===== config.mk =====
export PLATFORM = sky130hd
export DESIGN_NAME = tws_fifo
export DESIGN_NICKNAME = d
export VERILOG_FILES = /design/src/tws_pkg.sv /design/src/tws_fifo.sv
export SDC_FILE = /design/constraint.sdc
export NUM_CORES = 1
export LEC_CHECK = 0
export BUFFER_PORTS_ARGS = -buffer_cell sky130_fd_sc_hd__buf_4
export CORE_ASPECT_RATIO = 0.7
export CORE_MARGIN = 2
export CORE_UTILIZATION = 61
export CTS_BUF_LIST = sky130_fd_sc_hd__clkbuf_8 sky130_fd_sc_hd__clkbuf_16
export DETAILED_ROUTE_END_ITERATION = 6
export PLACE_DENSITY = 0.84
export SLEW_MARGIN = 20
export SYNTH_ARGS = -nofsm -noshare
export SYNTH_HDL_FRONTEND = slang
export SYNTH_SLANG_ARGS = --single-unit

===== constraint.sdc =====
create_clock -name clk -period 7.9 [get_ports clk]
set_input_delay 0.79 -clock clk [delete_from_list [all_inputs] [get_ports clk]]
set_output_delay 0.79 -clock clk [all_outputs]
set_load 0.05 [all_outputs]

===== src/tws_pkg.sv =====
// ----------------------------------------------------------------------------
// Table waveshaper package
// Constants, the queue item type and the divide-by-five helper.
// ----------------------------------------------------------------------------
package tws_pkg;

    localparam int unsigned LUT_X_SIZE_DEF = 256;
    localparam int unsigned LUT_D_SIZE_DEF = 32;
    localparam int unsigned TABLE_DEPTH    = 8192;
    localparam int unsigned TABLE_AW       = 13;
    localparam int unsigned COL_MAX_W      = 12;
    localparam int unsigned FRAC_W         = 16;
    localparam int unsigned FIFO_DEPTH     = 4;
    localparam int unsigned FIFO_PW        = $clog2(FIFO_DEPTH);
    localparam int unsigned APB_AW         = 3;

    localparam logic [0:0] MODE_WRITE     = 1'b0;
    localparam logic [0:0] REG_DISTORTION = 1'b0;

    typedef struct packed {
        logic                 is_write;
        logic [TABLE_AW-1:0]  waddr;
        logic [15:0]          wdata;
        logic [COL_MAX_W-1:0] col_m;
        logic [COL_MAX_W-1:0] col_0;
        logic [COL_MAX_W-1:0] col_1;
        logic [COL_MAX_W-1:0] col_2;
        logic [FRAC_W-1:0]    frac;
    } tws_item_t;

    typedef struct packed {
        logic [18:0] quo;
        logic [2:0]  rem;
    } tws_div5_t;

    // Reciprocal multiply undershoots by less than one, so one correction step suffices.
    function automatic tws_div5_t div5(input logic [18:0] m);
        logic [38:0] prod;
        logic [18:0] q;
        logic [18:0] r;
        tws_div5_t   res;
        prod = 39'(m) * 39'd209715;
        q    = prod[38:20];
        r    = m - 19'(q * 19'd5);
        if (r >= 19'd5)
        begin
            q = q + 19'd1;
            r = r - 19'd5;
        end
        res.quo = q;
        res.rem = r[2:0];
        return res;
    endfunction

endpackage


===== src/tws_fifo.sv =====
// ----------------------------------------------------------------------------
// Table waveshaper item queue
// Short queue that lets the front end and the back end stall on their own.
// ----------------------------------------------------------------------------
module tws_fifo import tws_pkg::*; (
    input  logic      clk,
    input  logic      rst_n,
    input  logic      push_valid,
    input  tws_item_t push_item,
    output logic      full,
    input  logic      pop,
    output logic      pop_valid,
    output tws_item_t pop_item
);

    tws_item_t          entries_reg [FIFO_DEPTH];
    logic [FIFO_PW-1:0] wr_ptr_reg;
    logic [FIFO_PW-1:0] rd_ptr_reg;
    logic [FIFO_PW:0]   count_reg;
    logic               push;

    assign full      = (count_reg == (FIFO_PW + 1)'(FIFO_DEPTH));
    assign pop_valid = (count_reg != '0);
    assign pop_item  = entries_reg[rd_ptr_reg];
    assign push      = push_valid && !full;

    always_ff @(posedge clk or negedge rst_n)
    begin
        if (!rst_n)
        begin
            wr_ptr_reg <= '0;
            rd_ptr_reg <= '0;
            count_reg  <= '0;
        end
        else
        begin
            if (push)
                wr_ptr_reg <= wr_ptr_reg + FIFO_PW'(1);
            if (pop)
                rd_ptr_reg <= rd_ptr_reg + FIFO_PW'(1);
            if (push && !pop)
                count_reg <= count_reg + (FIFO_PW + 1)'(1);
            else if (pop && !push)
                count_reg <= count_reg - (FIFO_PW + 1)'(1);
        end
    end

    always_ff @(posedge clk)
    begin
        if (push)
            entries_reg[wr_ptr_reg] <= push_item;
    end

endmodule


==> summary.txt, run 1 <==
Worst setup path
  • Crit-path cells: buf_4 > mux4_2 > buf_4
  • Crit path max-delay cell type: dfrtp_4
  • Crit path DAT: 3.37 ns
  • Setup crit end kind: output pin
  • CP top delay family: flip-flops
  • Reg-to-Reg Start: count_reg[2]$_DFFE_PN0P_
  • Crit Path Category: reg -> out
  • Reg2reg end: entries_reg[2][17]$_DFFE_PP_
  • CP Buf/Inv Count: 2
  • Path depth of the worst reg2reg path: 4
  • CP dominant cell by count: buf_4
  • Critical Path Max Stage Delay: 1.08 ns
  • CP startpoint kind: flip-flop
  • CP max FO: 49
  • Critical path data required time: 7.11 ns
  • R2R Setup Slk: 4.99 ns

Die
  • CORE AREA: 22600 µm²
  • Starting density of the core: 62.0%
  • # IOs: 194
  • Die Wd: 185 µm
  • Die Ht: 131 µm
  • Die Area: 24200 µm²
  • Floorplan row count: 46

STA
  • Slew @ Worst Pin: 1.10 ns
  • Unrepaired setup endpoints after global routing: false
  • Worst Slack Setup Final: 3.74 ns
  • Worst-case clock skew: 0.00947 ns
  • Endpoints failing setup: 0
  • Final period util: 52.7%
  • Final min period: 4.16 ns
  • Final hold slack: 0.0986 ns
  • Slew Limit Headroom: 26.6%
  • Setup_tns: 0 ns
  • Endpoints failing hold: 0
  • Max Slew Vio Count: 0
  • Maximum clock rate: 0.240 GHz

Placed design
  • Detailed Place HPWL: 15200 µm
  • Post-DP Area: 15700 µm²
  • Pre-CTS setup slack: 4.16 ns
  • Gpl congestion: 0.707
  • IO Port Bufs: 193

Route
  • WL met1: 10500 µm
  • Via total after detailed routing: 6260
  • Pre-Repair DR Iteration Count: 4
  • DRC viols: 0
  • Total routed wirelength: 25500 µm
  • Wire length on met3: 2350 µm
  • Vias per std cell: 5.83
  • DR WL/cell: 23.8 µm
  • Top sig layer: met4
  • Initial drt markers: 495
  • Met2 Wirelength: 12400 µm
  • Post-DRT Antenna Nets: 0

Global route
  • Wire length of the first global-routing pass: 38400 µm
  • Pin count of the biggest net entering global routing: 73
  • Initial antenna violation count: 1
  • Grt ovf: 0
  • All-Layer GR Usage: 21.8%
  • Vias in the first global route: 6664

CTS
  • Post-CTS setup buffer count: 0
  • H-tree Lvls: 2
  • Hold-fix buffers at CTS: 0
  • Clock Tree Root: clkbuf_16
  • Clock sinks: 383
  • Clock latency on the worst-skew pair: 0.50 ns
  • Post-CTS resize count: 0
  • CTS max path bufs: 3
  • Clock transition at path regs: 0.06 ns
  • CTS tree: done
  • CTS Buf Count: 35

Finish
  • # fillers: 1217
  • Max reg flops: 376
  • P&R area growth vs syn: 19.8%
  • Area occupied by multi-input gates: 2340 µm²
  • Post-Layout Inst Area: 16800 µm²
  • FF/Latch Area: 11500 µm²
  • Layout cells sized above 1: 45.3%
  • Fin nets: 844

Yosys
  • Largest cells by area after synthesis: edfxtp_1 (81%), mux4_2 (15%), dfrtp_1 (1.3%)
  • Avg Cell Area, Syn: 26.6 µm²
  • Asr flop ratio synth: 1.83%
  • Area of the mapped netlist: 14000 µm²
  • Synth area leader: edfxtp_1
  • Synth Flop Type: edfxtp_1
  • Synthesized Nets: 631
  • EDFF count, synth: 376
  • Post-synth cell types: 22
  • Most instantiated cells after synthesis: edfxtp_1 (376), mux4_2 (94), buf_2 (9)
  • Share of the synthesized area in the top cell type: 80.6%
  • Yosys warns: 0
  • Most frequent cell after synthesis: edfxtp_1
  • Yosys reg bits: 383
  • Mapped Cells: 527
  • Sequential cell area fraction in the yosys report: 81.8%

Status
  • Status: finished, final reports clean

Power
  • Max rail drop VDD: 0.262 mV
  • Tot Pwr: 7370 µW
  • Pwr Density: 439 nW/µm²
  • Leakage: 0.00576 µW

Hold path
  • Min-delay worst type: in -> async

Flow run
  • Number of max-cap violations: 0
[layer usage]
metal,global-route usage (%),up-vias
li1,-,2685
met1,30.6,3265
met2,35.2,280
met3,6.46,30
met4,4.48,0
met5,0,-
[kinds of logic after synthesis]
family | after synthesis | synth area share (%)
buffers and inverters | 27 | 1.54
muxes | 96 | 15.3
DFF | 383 | 81.8
adders and majority gates | 6 | 0.589
and+or+nand+nor | 9 | 0.411
xor gates and xnor gates | 6 | 0.375
[through the flow]
stage,cells,utilization (%)
after CTS,1072,74.2
after detailed placement,1015,69.5
after global routing,1072,74.2
final,1073,74.2
after floorplan,527,-
after global placement,1015,69.5
[where the power goes]
| group | internal [µW] | switching [µW] |
|---|---|---|
| clock | 922 | 662 |
| sequential | 2690 | 196 |
| combinational | 995 | 1900 |
[worst max path at each step]
stage	slack (ns)	cells after the start	end	from
final	3.74	3	pop_item[55]	rd_ptr_reg[0]$_DFFE_PN0P_
after global routing	3.38	3	pop_item[68]	rd_ptr_reg[0]$_DFFE_PN0P_
after CTS	3.61	3	pop_item[58]	rd_ptr_reg[0]$_DFFE_PN0P_
after detailed placement	4.16	3	pop_item[58]	rd_ptr_reg[0]$_DFFE_PN0P_
after global placement	4.19	3	pop_item[41]	rd_ptr_reg[0]$_DFFE_PN0P_
after floorplan	4.19	3	entries_reg[0][0]$_DFFE_PP_	push_valid
[area by class of cell]
type	count	area share, %
Sequential cell	383	68.3
Multi-Input combinational cell	117	13.9
Timing Repair Buffer	199	8.90
Clock buffer	39	5.68
Tap cell	312	2.32
Clock inverter	18	0.730
Inverter	4	0.0894
Antenna cell	1	0.0149
[cells in the final DEF, fill, tap and decap left out, types with 2 or more instances in the layout]
| master | count |
|---|---|
| clkinv_2 | 2 |
| xor2_1 | 3 |
| buf_4 | 199 |
| and2_4 | 4 |
| clkbuf_8 | 2 |
| bufinv_16 | 2 |
| edfxtp_1 | 376 |
| ha_1 | 5 |
| dfrtp_4 | 2 |
| clkinv_1 | 5 |
| mux4_2 | 94 |
| clkbuf_16 | 37 |
| dfrtp_1 | 5 |
| xnor2_1 | 3 |
| inv_1 | 13 |
Power figures use the tool's default switching activity.
==> inputs of run 2 (changes only) <==
CORE_UTILIZATION = 51   (was 61)
PLACE_DENSITY = 0.75   (was 0.84)
clock period = 3.8 ns   (was 7.9 ns; I/O delays follow)
==> summary.txt, run 2 (synthesis results as in run 1) <==
Status
  • Status: finished, final reports clean

CTS
  • Clock latency on the worst-skew pair: 0.51 ns
  • H-tree Lvls: 2
  • CTS tree: done
  • Clock Tree Root: clkbuf_16
  • Post-CTS setup buffer count: 0
  • Clock sinks: 383
  • Clock transition at path regs: 0.06 ns
  • CTS Buf Count: 36
  • CTS max path bufs: 3

Power
  • Tot Pwr: 15400 µW
  • Max rail drop VDD: 0.761 mV
  • Pwr Density: 909 nW/µm²
  • Leakage: 0.00580 µW

Global route
  • Initial antenna violation count: 2
  • GR peak layer: met2
  • Pin count of the biggest net entering global routing: 97
  • Wire length of the first global-routing pass: 39200 µm
  • Vias in the first global route: 6725
  • Routing usage on met2: 28.4%
  • Met3 Resource Use GR: 5.59%
  • Met1 usage: 25.4%
  • All-Layer GR Usage: 18.2%
  • Grt ovf: 0

Hold path
  • Hold wc startpoint: push_item[52]
  • Min-delay worst type: in -> reg
  • Hold Path Sink: entries_reg[1][52]$_DFFE_PP_
  • Hold path depth: 1

Worst setup path
  • Critical path data required time: 3.42 ns
  • Crit path DAT: 2.43 ns
  • Reg-to-Reg Start: count_reg[2]$_DFFE_PN0P_
  • Setup crit end kind: output pin
  • CP startpoint kind: flip-flop
  • R2R Setup Slk: 1.33 ns
  • Critical path launch point: rd_ptr_reg[0]$_DFFE_PN0P_
  • CP max FO: 96
  • Path depth of the worst reg2reg path: 4
  • Crit Path Category: reg -> out
  • Reg2reg end: entries_reg[1][5]$_DFFE_PP_

STA
  • Final min period: 2.81 ns
  • Final period util: 74.1%
  • Worst-case clock skew: 0.00736 ns
  • Endpoints failing setup: 0
  • Endpoints failing hold: 0
  • Unrepaired setup endpoints after global routing: false
  • Maximum clock rate: 0.355 GHz
  • Slew Limit Headroom: 45.6%
  • Max Slew Vio Count: 0
  • Setup_tns: 0 ns
  • Slew @ Worst Pin: 0.816 ns

Placed design
  • IO Port Bufs: 193
  • Gpl congestion: 0.750
  • Detailed Place HPWL: 15400 µm

Route
  • Initial drt markers: 344
  • DRC viols: 0
  • Via total after detailed routing: 6225
  • Total routed wirelength: 25500 µm
  • DR WL/cell: 22.5 µm
  • Post-DRT Antenna Nets: 0
  • Pre-Repair DR Iteration Count: 4
  • Vias per std cell: 5.49

Finish
  • Layout cells sized above 1: 46.2%
  • Max reg flops: 376
  • P&R area growth vs syn: 21.2%
  • Fin nets: 848
  • Commonest non-fill, non-tap cell in the layout: edfxtp_1
  • Most frequent cells in the layout: edfxtp_1 (376), buf_4 (195), mux4_2 (94), clkbuf_16 (37), inv_1 (9)

Die
  • Starting density of the core: 52.1%
  • # IOs: 194
  • Floorplan row count: 50
  • Die Wd: 202 µm
  • Die Area: 28800 µm²
  • Die Ht: 143 µm
  • CORE AREA: 26900 µm²

Flow run
  • Number of max-cap violations: 0
-- run 2: cell count changes in the layout (fill, tap and decap cells not counted), sizes merged --
cell | before | now
buf | 199 | 201
clkbuf | 39 | 37
inv | 13 | 9
clkinv | 7 | 16
dlygate4sd3 | 0 | 1
clkinvlp | 0 | 3
-- run 2: routing by layer --
layer  vias up  part of all wire (%)
li1       2705                     -
met1      3263                    42
met2       214                    47
met3        41                   8.5
met4         2                   1.7
met5         -                 0.063
-- run 2: metrics by stage --
step / util (%) / hold slack, ns / instance area [µm²] / cells / setup WS [ns]
2_1_floorplan: - / 0.0844 / 14000 / 527 / 0.225
3_5_place_dp: 59.0 / 0.201 / 15900 / 1069 / 1.32
5_1_grt: 63.1 / 0.0496 / 17000 / 1133 / 0.837
3_3_place_gp: 59.0 / 0.198 / 15900 / 1069 / 1.38
6_report: 63.2 / 0.0678 / 17000 / 1134 / 0.985
4_1_cts: 63.1 / 0.0414 / 17000 / 1133 / 0.928
-- run 2: how the worst max path moves through the flow --
stage	cells after the start	end	slack (ns)
2_1_floorplan	4	entries_reg[0][0]$_DFFE_PP_	0.22
3_3_place_gp	4	entries_reg[1][2]$_DFFE_PP_	1.38
3_5_place_dp	4	entries_reg[1][2]$_DFFE_PP_	1.32
4_1_cts	3	pop_item[11]	0.93
5_1_grt	3	pop_item[44]	0.84
6_report	3	pop_item[13]	0.99
-- run 2: final cells by class --
class / count / area [µm²]
Fill cell: 1807 / 9910
Tap cell: 364 / 455
Multi-Input combinational cell: 117 / 2340
Antenna cell: 1 / 2.50
Sequential cell: 383 / 11500
Clock inverter: 26 / 181
Inverter: 4 / 15.0
Clock buffer: 37 / 926
Timing Repair Buffer: 202 / 1590
-- run 2: timing repair --
| item | in CTS | in global routing |
|---|---|---|
| hold endpoints to repair | 7 | 0 |
| gates resized for setup | 0 | 0 |
| hold buffers | 1 | 0 |
-- run 2: where the power goes --
| part | switching (µW) | internal, µW |
|---|---|---|
| clock network | 1440 | 1910 |
| registers | 275 | 5590 |
| logic | 4110 | 2120 |
| total | 5830 | 9620 |
-- run 2: worst max-delay path, stage by stage (launching register included) --
cell and delay [ns]:
dfrtp_4 0.41, buf_12 0.53, mux4_2 0.63, buf_4 0.21
