===== config.mk =====
export PLATFORM = sky130hd
export DESIGN_NAME = tws_front
export DESIGN_NICKNAME = d
export VERILOG_FILES = /design/src/tws_pkg.sv /design/src/tws_front.sv
export SDC_FILE = /design/constraint.sdc
export NUM_CORES = 1
export LEC_CHECK = 0
export BUFFER_PORTS_ARGS = -buffer_cell sky130_fd_sc_hd__buf_2
export CAP_MARGIN = 20
export CORE_MARGIN = 2
export CORE_UTILIZATION = 30
export DETAILED_ROUTE_END_ITERATION = 8
export HOLD_SLACK_MARGIN = 0.06
export PLACE_DENSITY = 0.54
export SLEW_MARGIN = 20
export SYNTH_ARGS = -nofsm -noshare
export SYNTH_HDL_FRONTEND = slang
export SYNTH_SLANG_ARGS = --single-unit

===== constraint.sdc =====
create_clock -name clk -period 10.9 [get_ports clk]
set_input_delay 3.27 -clock clk [delete_from_list [all_inputs] [get_ports clk]]
set_output_delay 3.27 -clock clk [all_outputs]
set_load 0.01 [all_outputs]

===== src/tws_pkg.sv =====
// ----------------------------------------------------------------------------
// Table waveshaper package
// Constants, the queue item type and the divide-by-five helper.
// ----------------------------------------------------------------------------
package tws_pkg;

    localparam int unsigned LUT_X_SIZE_DEF = 256;
    localparam int unsigned LUT_D_SIZE_DEF = 32;
    localparam int unsigned TABLE_DEPTH    = 8192;
    localparam int unsigned TABLE_AW       = 13;
    localparam int unsigned COL_MAX_W      = 12;
    localparam int unsigned FRAC_W         = 16;
    localparam int unsigned FIFO_DEPTH     = 4;
    localparam int unsigned FIFO_PW        = $clog2(FIFO_DEPTH);
    localparam int unsigned APB_AW         = 3;

    localparam logic [0:0] MODE_WRITE     = 1'b0;
    localparam logic [0:0] REG_DISTORTION = 1'b0;

    typedef struct packed {
        logic                 is_write;
        logic [TABLE_AW-1:0]  waddr;
        logic [15:0]          wdata;
        logic [COL_MAX_W-1:0] col_m;
        logic [COL_MAX_W-1:0] col_0;
        logic [COL_MAX_W-1:0] col_1;
        logic [COL_MAX_W-1:0] col_2;
        logic [FRAC_W-1:0]    frac;
    } tws_item_t;

    typedef struct packed {
        logic [18:0] quo;
        logic [2:0]  rem;
    } tws_div5_t;

    // Reciprocal multiply undershoots by less than one, so one correction step suffices.
    function automatic tws_div5_t div5(input logic [18:0] m);
        logic [38:0] prod;
        logic [18:0] q;
        logic [18:0] r;
        tws_div5_t   res;
        prod = 39'(m) * 39'd209715;
        q    = prod[38:20];
        r    = m - 19'(q * 19'd5);
        if (r >= 19'd5)
        begin
            q = q + 19'd1;
            r = r - 19'd5;
        end
        res.quo = q;
        res.rem = r[2:0];
        return res;
    endfunction

endpackage


===== src/tws_front.sv =====
// ----------------------------------------------------------------------------
// Table waveshaper front end
// Accepts items, clamps the sample and derives column indices and fraction.
// ----------------------------------------------------------------------------
module tws_front import tws_pkg::*; #(
    parameter int unsigned LUT_X_SIZE = LUT_X_SIZE_DEF
) (
    input  logic               clk,
    input  logic               rst_n,
    input  logic               item_valid,
    output logic               item_ready,
    input  logic [0:0]         mode,
    input  logic [12:0]        table_address,
    input  logic signed [15:0] table_value,
    input  logic signed [15:0] sample_in,
    input  logic               queue_full,
    output logic               push_valid,
    output tws_item_t          push_item
);

    localparam int unsigned CW = $clog2(LUT_X_SIZE);
    localparam int unsigned PW = 15 + CW;

    logic                 adv;
    logic signed [15:0]   x_cl;
    logic [14:0]          u;
    logic [PW-1:0]        pos;
    tws_div5_t            dq;
    tws_div5_t            df;
    logic [CW-1:0]        c0;
    logic [CW-1:0]        cm;
    logic [CW-1:0]        c1;
    logic [CW-1:0]        c2;
    tws_item_t            item_next;

    logic                 s1_vld_reg;
    logic                 s1_wr_reg;
    logic [TABLE_AW-1:0]  s1_waddr_reg;
    logic [15:0]          s1_wdata_reg;
    logic [PW-1:0]        s1_pos_reg;
    logic                 s2_vld_reg;
    logic                 s2_wr_reg;
    logic [TABLE_AW-1:0]  s2_waddr_reg;
    logic [15:0]          s2_wdata_reg;
    logic [CW-1:0]        s2_c0_reg;
    logic [14:0]          s2_rem_reg;
    logic                 s3_vld_reg;
    tws_item_t            s3_item_reg;

    assign adv        = !(s3_vld_reg && queue_full);
    assign item_ready = adv;
    assign push_valid = s3_vld_reg;
    assign push_item  = s3_item_reg;

    always_comb
    begin
        if (sample_in > 16'sd10240)
            x_cl = 16'sd10240;
        else if (sample_in < -16'sd10240)
            x_cl = -16'sd10240;
        else
            x_cl = sample_in;
        u   = 15'(x_cl + 16'sd10240);
        pos = PW'(u) * PW'(LUT_X_SIZE - 1);
    end

    always_comb
    begin
        dq = div5(19'(s1_pos_reg[PW-1:12]));
        c0 = dq.quo[CW-1:0];
    end

    always_comb
    begin
        df = div5({s2_rem_reg, 4'b0000});
        cm = (s2_c0_reg == '0) ? s2_c0_reg : s2_c0_reg - CW'(1);
        c1 = (s2_c0_reg == CW'(LUT_X_SIZE - 1)) ? s2_c0_reg : s2_c0_reg + CW'(1);
        c2 = (c1 == CW'(LUT_X_SIZE - 1)) ? c1 : c1 + CW'(1);
        item_next.is_write = s2_wr_reg;
        item_next.waddr    = s2_waddr_reg;
        item_next.wdata    = s2_wdata_reg;
        item_next.col_m    = COL_MAX_W'(cm);
        item_next.col_0    = COL_MAX_W'(s2_c0_reg);
        item_next.col_1    = COL_MAX_W'(c1);
        item_next.col_2    = COL_MAX_W'(c2);
        item_next.frac     = df.quo[FRAC_W-1:0];
    end

    always_ff @(posedge clk or negedge rst_n)
    begin
        if (!rst_n)
        begin
            s1_vld_reg <= 1'b0;
            s2_vld_reg <= 1'b0;
            s3_vld_reg <= 1'b0;
        end
        else if (adv)
        begin
            s1_vld_reg <= item_valid;
            s2_vld_reg <= s1_vld_reg;
            s3_vld_reg <= s2_vld_reg;
        end
    end

    always_ff @(posedge clk)
    begin
        if (adv)
        begin
            s1_wr_reg    <= (mode == MODE_WRITE);
            s1_waddr_reg <= table_address;
            s1_wdata_reg <= table_value;
            s1_pos_reg   <= pos;
            s2_wr_reg    <= s1_wr_reg;
            s2_waddr_reg <= s1_waddr_reg;
            s2_wdata_reg <= s1_wdata_reg;
            s2_c0_reg    <= c0;
            s2_rem_reg   <= {dq.rem, s1_pos_reg[11:0]};
            s3_item_reg  <= item_next;
        end
    end

endmodule


==> out/qor.csv, run 1 <==
metric;value;unit
Reg area;0.00560;mm2
final hold violation count;0;
Rel. slew slack;32.4;%
Vias per Instance;4.46;
Layout area overhead;12.2;%
Final setup viols;0;
setup bufs post-CTS;0;
Max Slew Vio Count;0;
number of CTS-inserted buffers;17;
Routed WL;35300;um
Yosys cell types;82;
vias in the first global route;11700;
Worst setup EP type;register;
die height;246;um
First-pass DRT Iterations;6;
Starting Density;30.3;%
post-CTS sizing;0;
Setup crit start;s2_rem_reg[13];
Clock Tree Buf Depth;2;
Placement Cell Area;0.0190;mm2
Largest stage delay, worst path;0.59;ns
HP Class;register to register;
Finished Cell Area;0.0197;mm2
slowest CP cell;fa_1;
core area;0.0578;mm2
drt drc;0;
Routed Antenna Nets;0;
Critical Path AT;9.94;ns
predominant post-synthesis flop cell;edfxtp_1;
Final min period;9.76;ns
clk_lat worst skew;0.45;ns
CP required;11.09;ns
Peak Freq;0.103;GHz
#FFs+latches synth;187;
unrepaired setup endpoints after global routing;no;
first-pass GRT wire length;58800;um
grt total ovfl;0;
period utilisation layout;89.5;%
DIE WIDTH;246;um
Post-synth EDFFs;184;
FF-to-FF path depth;34;
synthesized area per cell;11.2;um2
register area share after synthesis;31.9;%
outcome;complete, no violations;
area occupied by multi-input gates;0.0106;mm2
WL/cell;14.3;um
CTS root buf;clkbuf_16;
Ports;146;
Total GRT Usage;12.1;%
Hold Slack;0.417;ns
clock sink count;187;
setup TNS;0;ns
dpl hpwl;30100;um
Syn. warnings;0;
startpoint types;register;
clock skew after layout;0.0136;ns
initial drt markers;432;
max_cap viols;0;
share of async-settable or async-resettable flops after synthesis;1.60;%
Mapped Cells;1560;
initial antenna violation count;0;
CP endpoint;push_item[10];
reg2reg end;push_item[10];
hold_buf cts;0;
die area;0.0604;mm2
H-tree Lvls;4;
Worst-path clk slew;0.08;ns
buffers added on ports;129;
worst reg-to-reg setup slack;1.14;ns
FILL cells;5775;
cell repeated most along the worst path;fa_1;
share of layout cells above drive strength 1;11.8;%
Worst Max-Slew Pin Slew;1.01;ns
largest net degree at the start of global routing;80;
vias;11000;
gp weighted congestion;0.906;
FF-to-FF Start;s2_rem_reg[13];
worst-path fanout max;17;
Post-Syn Area;0.0175;mm2
# diodes;0;
cell row count;88;
max reg flops;78;
Setup CP Type;register to register;
final-stage net count;2177;
CTS tree;yes;
## synthesized netlist by cell type, types with 4 or more instances
master | number | area, um2
nand3_2 | 5 | 50.1
nor2_1 | 55 | 206
a21boi_0 | 6 | 45.0
mux2_2 | 6 | 67.6
nor3_1 | 18 | 90.1
xor2_1 | 30 | 263
or3_1 | 9 | 56.3
nand3_1 | 18 | 90.1
and3_1 | 12 | 75.1
o211ai_1 | 12 | 90.1
a211oi_1 | 6 | 45.0
o21a_1 | 11 | 82.6
inv_1 | 324 | 1220
o21ai_0 | 37 | 185
nand2_1 | 48 | 180
a21o_1 | 16 | 120
nor4_1 | 8 | 50.1
and2_1 | 7 | 43.8
edfxtp_1 | 184 | 5530
nand2b_1 | 20 | 125
xnor2_1 | 76 | 666
a31oi_1 | 7 | 43.8
ha_1 | 266 | 3330
nor2b_1 | 20 | 125
clkbuf_1 | 8 | 30.0
nand4_1 | 21 | 131
a21oi_1 | 56 | 280
mux2i_1 | 4 | 40.0
o31ai_1 | 4 | 30.0
o21bai_1 | 4 | 30.0
fa_1 | 164 | 3280
buf_4 | 17 | 128
nor3b_1 | 4 | 30.0
## worst min path at each step
stage | slack (ns) | cells past startpoint | end | from
5_1_grt | 0.43 | 0 | s2_wdata_reg[0] | s1_wdata_reg[0]
6_report | 0.42 | 0 | push_item[88] | s2_waddr_reg[8]
3_5_place_dp | 0.41 | 0 | s2_waddr_reg[8] | s1_waddr_reg[8]
3_3_place_gp | 0.40 | 0 | push_item[66] | s2_wdata_reg[2]
2_1_floorplan | 0.40 | 0 | push_item[64] | s2_wdata_reg[0]
4_1_cts | 0.42 | 0 | push_item[69] | s2_wdata_reg[5]
## logic make-up after synthesis
group                    after synthesis  share of synthesized area [%]
adder cells (fa/ha/maj)              431                           37.7
buffers and inverters                354                           8.10
AND/OR/NAND/NOR                      270                           8.46
AO/OA/AOI/OAI                        200                           7.75
flip-flops                           187                           31.9
XOR/XNOR                             106                           5.29
multiplexers                          11                          0.699
other                                  1                         0.0214
## layout by cell type (no fill, tap or decap), drive strengths merged, types with 4 or more instances in the layout
cell / count
a31oi: 7
inv: 334
mux2: 7
conb: 16
nor3: 18
o21bai: 4
o211ai: 12
nor2: 55
nand3: 23
a21boi: 6
a211oi: 6
ha: 266
nor4b: 4
o31ai: 4
a2111oi: 5
a21oi: 58
xor2: 30
or3: 9
nand2b: 20
nor2b: 20
or2: 4
xnor2: 76
nand2: 48
and3: 14
a21o: 18
fa: 164
o21ai: 39
edfxtp: 184
o21a: 11
mux2i: 4
nand4: 21
clkinv: 5
buf: 133
nor4: 8
clkbuf: 17
nor3b: 4
and2: 9
## stage by stage
| step | util [%] | setup WS [ns] | std cells |
|---|---|---|---|
| after floorplan | - | 0.369 | 1575 |
| after global placement | 32.9 | 1.27 | 2442 |
| after detailed placement | 32.9 | 1.17 | 2443 |
| after CTS | 34.0 | 1.18 | 2475 |
| after global routing | 34.0 | 0.505 | 2475 |
| final | 34.0 | 1.14 | 2475 |
## layout make-up
type                       count  area share [%]
tap                          765            4.87
multi-input combinational   1034            53.8
sequential                   187            28.5
clock buffer                  17            2.16
clock inverter                15            1.11
inverter                     324            6.18
timing repair buffer         133            3.42
## routing by layer
| layer | global-route usage, % | vias up | part of all wire [%] |
|---|---|---|---|
| met2 | 20.7 | 146 | 49 |
| met5 | 0 | - | 0 |
| met4 | 3.32 | 0 | 1.5 |
| met3 | 1.29 | 26 | 2.0 |
| li1 | - | 5531 | - |
| met1 | 16.2 | 5329 | 48 |
## critical path: cells and delay by family, from the launching register on
| family | cells | cell delay, ns |
|---|---|---|
| fa+ha+maj | 10 | 4.50 |
| compound gates | 8 | 2.05 |
| buf+inv | 5 | 0.40 |
| mux | 1 | 0.40 |
| simple gates | 8 | 1.42 |
| flops | 1 | 0.42 |
| xor+xnor | 2 | 0.28 |
Power of run 1 is not shown: default switching activity piles up to over one toggle a cycle in this logic, so the estimate is an artifact.
==> run 2: changes to the inputs <==
--- a/config.mk
+++ b/config.mk
@@ -5,6 +5,7 @@
 export SDC_FILE = /design/constraint.sdc
 export NUM_CORES = 1
 export LEC_CHECK = 0
+export ABC_AREA = 1
 export BUFFER_PORTS_ARGS = -buffer_cell sky130_fd_sc_hd__buf_2
 export CAP_MARGIN = 20
 export CORE_MARGIN = 2
==> run 2 against run 1 <==
  * Cell count up 16%
  * Sequential share of layout area decreased by 1.3 points
  * Core utilization hardly changed
  * Cell area rose by 4.9%
  * Critical endpoint is now push_item[12]
  * Largest cell class unchanged
  * Highest routed layer is now met5
==> out/qor.csv, run 2 <==
metric;value;unit;change
predominant post-synthesis flop cell;edfxtp_1;;
Routed Antenna Nets;0;;unchanged
Hold Crit Start;s1_pos_reg[10];;
Total GRT Usage;12.7;%;+0.65 points
FF-to-FF path depth;38;;+12%
max_cap viols;0;;unchanged
Mapped Cells;1941;;+24%
Peak Freq;0.112;GHz;+9.3%
Starting Density;30.4;%;+0.079 points
# diodes;0;;unchanged
gp weighted congestion;0.871;;-3.9%
Syn. warnings;0;;unchanged
vias in the first global route;13300;;+14%
Final setup viols;0;;unchanged
largest net degree at the start of global routing;78;;-2.5%
slowest CP cell;fa_1;;
post-synth top area cell;edfxtp_1;;
Critical Path AT;9.16;ns;-0.78 ns
Setup CP Type;register to register;;
most frequent cells after synthesis;inv_1, nand2_1, ha_1, edfxtp_1, fa_1;;
dpl hpwl;33400;um;+11%
register area share after synthesis;30.4;%;-1.5 points
Vias per Instance;4.48;;+0.53%
most frequent cell after synthesis;inv_1;;
final-stage net count;2565;;+18%
share of async-settable or async-resettable flops after synthesis;1.60;%;unchanged
CP bufs+invs;7;;+2
Rel. slew slack;38.4;%;+6.0 points
Ports;146;;unchanged
clk_lat worst skew;0.46;ns;about the same
setup bufs post-CTS;0;;unchanged
setup TNS;0;ns;unchanged
core area;0.0606;mm2;+4.8%
outcome;complete, no violations;;
first-pass GRT wire length;65000;um;+10%
Worst Max-Slew Pin Slew;0.924;ns;-0.0901 ns
Layout area overhead;12.0;%;
First-pass DRT Iterations;5;;-1
number of CTS-inserted buffers;17;;unchanged
post-CTS sizing;0;;unchanged
worst reg-to-reg setup slack;1.97;ns;+0.83 ns
cell row count;90;;+2.3%
CTS tree;yes;;
DIE WIDTH;252;um;+2.5%
Routed WL;38600;um;+9.4%
cell repeated most along the worst path;nand2_1;;
final hold violation count;0;;unchanged
unrepaired setup endpoints after global routing;no;;
max reg flops;78;;unchanged
WHS Endpoint;s2_rem_reg[10];;
commonest cells after routing, fill and taps aside;inv_1, nand2_1, ha_1;;
Max Slew Vio Count;0;;unchanged
FF-to-FF Start;s2_rem_reg[13];;
H-tree Lvls;4;;unchanged
Final min period;8.93;ns;-0.828 ns
Clock Tree Buf Depth;2;;unchanged
die height;252;um;+2.5%
startpoint types;register;;
CP required;11.13;ns;+0.04 ns
Yosys cell types;51;;-38%
reg2reg end;push_item[12];;
buffers added on ports;129;;unchanged
CTS root buf;clkbuf_16;;
top cell type's share of synthesized area;30.0;%;-1.5 points
share of layout cells above drive strength 1;9.29;%;-2.5 points
grt total ovfl;0;;unchanged
die area;0.0634;mm2;+5.0%
Hold Crit Depth;0;;unchanged
worst-path fanout max;24;;+7
drt drc;0;;unchanged
clock skew after layout;0.0139;ns;+0.000275 ns
period utilisation layout;81.9;%;-7.6 points
ranking of synthesized cells by area;edfxtp_1, ha_1, fa_1;;
hold_buf cts;0;;unchanged
initial drt markers;599;;+39%
WL/cell;13.4;um;-6.0%
synthesized area per cell;9.50;um2;-16%
initial antenna violation count;1;;+1
vias;12900;;+17%
most common cell after layout, fill and taps aside;inv_1;;
#FFs+latches synth;187;;unchanged
Worst-path clk slew;0.08;ns;about the same
Largest stage delay, worst path;0.56;ns;-0.03 ns
Post-synth EDFFs;184;;unchanged
HP Class;register to register;;
Post-Syn Area;0.0184;mm2;+5.1%
clock sink count;187;;unchanged
Top delay family on crit path;adder cells;;
Worst setup EP type;register;;
==> run 2: worst register-to-register path, delay by kind of cell, from the launching register on <==
family                   cells  cell delay, ns
buffers and inverters        7            0.58
adder cells (fa/ha/maj)     10            4.49
AND/OR/NAND/NOR             14            1.91
flip-flops                   1            0.43
AO/OA/AOI/OAI                5            0.90
XOR/XNOR                     2            0.40
==> run 2: final cells by class <==
cell class	count	area, um2
flip-flops and latches	187	5600
inverters	438	1640
clock buffers	17	425
clock inverters	15	228
repair buffers	132	668
multi-input cells	1309	11100
fillers	6217	39900
well taps	782	978
==> run 2: per-stage QoR <==
step | instance area [um2] | util, % | hold slack [ns] | setup slack, ns | std cells
5_1_grt | 20600 | 34.1 | 0.426 | 1.21 | 2880
6_report | 20600 | 34.1 | 0.420 | 1.97 | 2880
3_5_place_dp | 20000 | 33.0 | 0.405 | 1.51 | 2848
2_1_floorplan | 18500 | - | 0.400 | 0.365 | 1956
3_3_place_gp | 20000 | 33.0 | 0.400 | 1.54 | 2848
4_1_cts | 20600 | 34.1 | 0.421 | 1.91 | 2880
==> run 2: cells by family after synthesis <==
kind of cell,after synthesis,synth area share (%)
fa+ha+maj,430,35.9
buf+inv,460,9.75
other cells,1,0.0203
mux,1,0.0611
xor+xnor,84,4.15
simple gates,572,13.6
flops,187,30.4
compound gates,206,6.16
==> run 2: worst max-delay path by stage <==
stage	end	cells past startpoint	slack [ns]	startpoint
3_3_place_gp	s1_pos_reg[22]	25	1.54	sample_in[5]
6_report	push_item[12]	38	1.97	s2_rem_reg[13]
4_1_cts	push_item[12]	38	1.91	s2_rem_reg[13]
2_1_floorplan	item_ready	1	0.36	queue_full
3_5_place_dp	s1_pos_reg[22]	25	1.51	sample_in[9]
5_1_grt	push_item[12]	38	1.21	s2_rem_reg[13]
==> run 2: routing by layer <==
layer	share of wire, %	track usage (%)
met4	1.6	3.65
met2	47	21.5
met1	48	16.8
met5	0.034	0
met3	3.3	2.11
Power of run 2 is left out for the same reason.
==> run 3: changes to the inputs <==
--- a/config.mk
+++ b/config.mk
@@ -12,7 +12,7 @@
 export CORE_UTILIZATION = 30
 export DETAILED_ROUTE_END_ITERATION = 8
 export HOLD_SLACK_MARGIN = 0.06
-export PLACE_DENSITY = 0.54
+export PLACE_DENSITY = 0.55
 export SLEW_MARGIN = 20
 export SYNTH_ARGS = -nofsm -noshare
 export SYNTH_HDL_FRONTEND = slang
==> constraint.sdc (replaced) <==
create_clock -name clk -period 8.1 [get_ports clk]
set_input_delay 2.43 -clock clk [delete_from_list [all_inputs] [get_ports clk]]
set_output_delay 2.43 -clock clk [all_outputs]
set_load 0.01 [all_outputs]
==> run 3 against run 2 <==
  * Flip-flop and latch count unchanged
  * Sequential share of layout area decreased by 2.2 points
  * Core utilization increased by 2.9 points
  * Critical path depth decreased by 1
  * Clock skew increased by 0.012 ns
  * Cell count increased by 4.3%
  * Hold slack got worse by 0.0093 ns
  * Maximum frequency increased by 14%
==> out/qor.csv, run 3 (synthesis gave the netlist of run 2 again) <==
metric;value;unit;change
period utilisation layout;96.5;%;+15 points
clk_lat worst skew;0.46;ns;about the same
cell row count;90;;unchanged
Setup CP Type;register to register;;
commonest cells after routing, fill and taps aside;inv_1, nand2_1, ha_1;;
Clock Tree Buf Depth;2;;unchanged
largest net degree at the start of global routing;87;;+12%
core area;0.0606;mm2;unchanged
Starting Density;30.4;%;unchanged
H-tree Lvls;4;;unchanged
number of CTS-inserted buffers;17;;unchanged
vias in the first global route;13600;;+2.0%
unrepaired setup endpoints after global routing;yes;;
placed cell count;2946;;+3.4%
die area;0.0634;mm2;unchanged
buffers added on ports;129;;unchanged
max reg flops;78;;unchanged
Ports;146;;unchanged
CTS tree;yes;;
Rel. slew slack;49.4;%;+11 points
clock skew after layout;0.0256;ns;+0.0117 ns
Total GRT Usage;12.9;%;+0.13 points
drt drc;0;;unchanged
Peak Freq;0.128;GHz;+14%
clock sink count;187;;unchanged
CTS root buf;clkbuf_16;;
Layout area overhead;21.6;%;
Final min period;7.82;ns;-1.11 ns
outcome;complete, no violations;;
gp weighted congestion;0.910;;+4.5%
share of layout cells above drive strength 1;20.6;%;+11 points
Vias per Instance;4.42;;-1.3%
area occupied by multi-input gates;0.0120;mm2;+7.8%
DIE WIDTH;252;um;unchanged
max_cap viols;0;;unchanged
startpoint types;register;;
initial antenna violation count;1;;unchanged
Hold Crit Depth;0;;unchanged
Worst setup EP type;register;;
most common cell after layout, fill and taps aside;inv_1;;
HP Class;register to register;;
Critical Path AT;8.04;ns;-1.12 ns
vias;13300;;+2.9%
Routed WL;41100;um;+6.4%
WL/cell;13.7;um;+2.1%
Reg area;0.00560;mm2;unchanged
Worst Max-Slew Pin Slew;0.759;ns;-0.165 ns
FILL cells;6060;;-2.5%
final-stage net count;2688;;+4.8%
first-pass GRT wire length;66000;um;+1.6%
Routed Antenna Nets;0;;unchanged
die height;252;um;unchanged
setup TNS;0;ns;unchanged
grt total ovfl;0;;unchanged
Max Slew Vio Count;0;;unchanged
Final setup viols;0;;unchanged
worst-path fanout max;6;;-75%
CP required;8.33;ns;-2.80 ns
slowest CP cell;fa_2;;
dpl hpwl;34300;um;+2.6%
Worst-path clk slew;0.08;ns;about the same
initial drt markers;528;;-12%
final hold violation count;0;;unchanged
First-pass DRT Iterations;8;;+3
FF-to-FF path depth;37;;-2.6%
Largest stage delay, worst path;0.59;ns;+0.03 ns
final std cells w/o fill;3003;;+4.3%
run 3: stage by stage:
stage | setup WS [ns] | instance area [um2] | utilization, % | hold WS, ns
after global routing | -0.112 | 22400 | 37.0 | 0.421
after global placement | -0.0753 | 20700 | 34.2 | 0.401
after detailed placement | -0.191 | 20700 | 34.2 | 0.405
final | 0.282 | 22400 | 37.0 | 0.411
after CTS | 0.00749 | 21500 | 35.5 | 0.414
after floorplan | 0.219 | 18500 | - | 0.400
run 3: area by class of cell:
class / count / share of cell area (%)
Clock buffer: 17 / 1.90
Tap cell: 782 / 4.36
Clock inverter: 14 / 0.753
Sequential cell: 187 / 25.0
Inverter: 438 / 7.33
Antenna cell: 1 / 0.0112
Multi-Input combinational cell: 1309 / 53.4
Timing Repair Buffer: 255 / 7.28
run 3: critical path, delay by kind of cell (launching register included):
| family | cells | cell delay [ns] |
|---|---|---|
| DFF | 1 | 0.39 |
| xor gates and xnor gates | 1 | 0.21 |
| buffers and inverters | 7 | 0.62 |
| and+or+nand+nor | 14 | 1.37 |
| AOI/OAI and AO/OA | 5 | 0.79 |
| adders and majority gates | 10 | 4.19 |
run 3: final timing paths:
check,from,endpoint,slack [ns]
max,s2_rem_reg[13],push_item[4],0.28
min,s2_waddr_reg[1],push_item[81],0.41
max reg2reg,s2_rem_reg[13],push_item[4],0.28
min reg2reg,s2_waddr_reg[1],push_item[81],0.41
max in group asynchronous,rst_n,push_valid,6.24
min in group asynchronous,rst_n,s1_vld_reg,1.75
run 3: layer usage:
layer / track usage [%] / vias to the layer above / share of wire, %
li1: - / 6793 / -
met1: 17.3 / 6254 / 48
met2: 21.7 / 196 / 48
met3: 2.06 / 37 / 3.0
met4: 3.16 / 0 / 1.4
met5: 0 / - / 0
run 3: timing repair:
item / 4_1_cts / 5_1_grt
hold buffers: 0 / 0
setup buffers: 5 / 18
setup endpoints to repair: 16 / 27
pin swaps: 9 / 81
gates cloned: 0 / 2
gates resized for setup: 18 / 160
Power of run 3 is left out for the same reason.
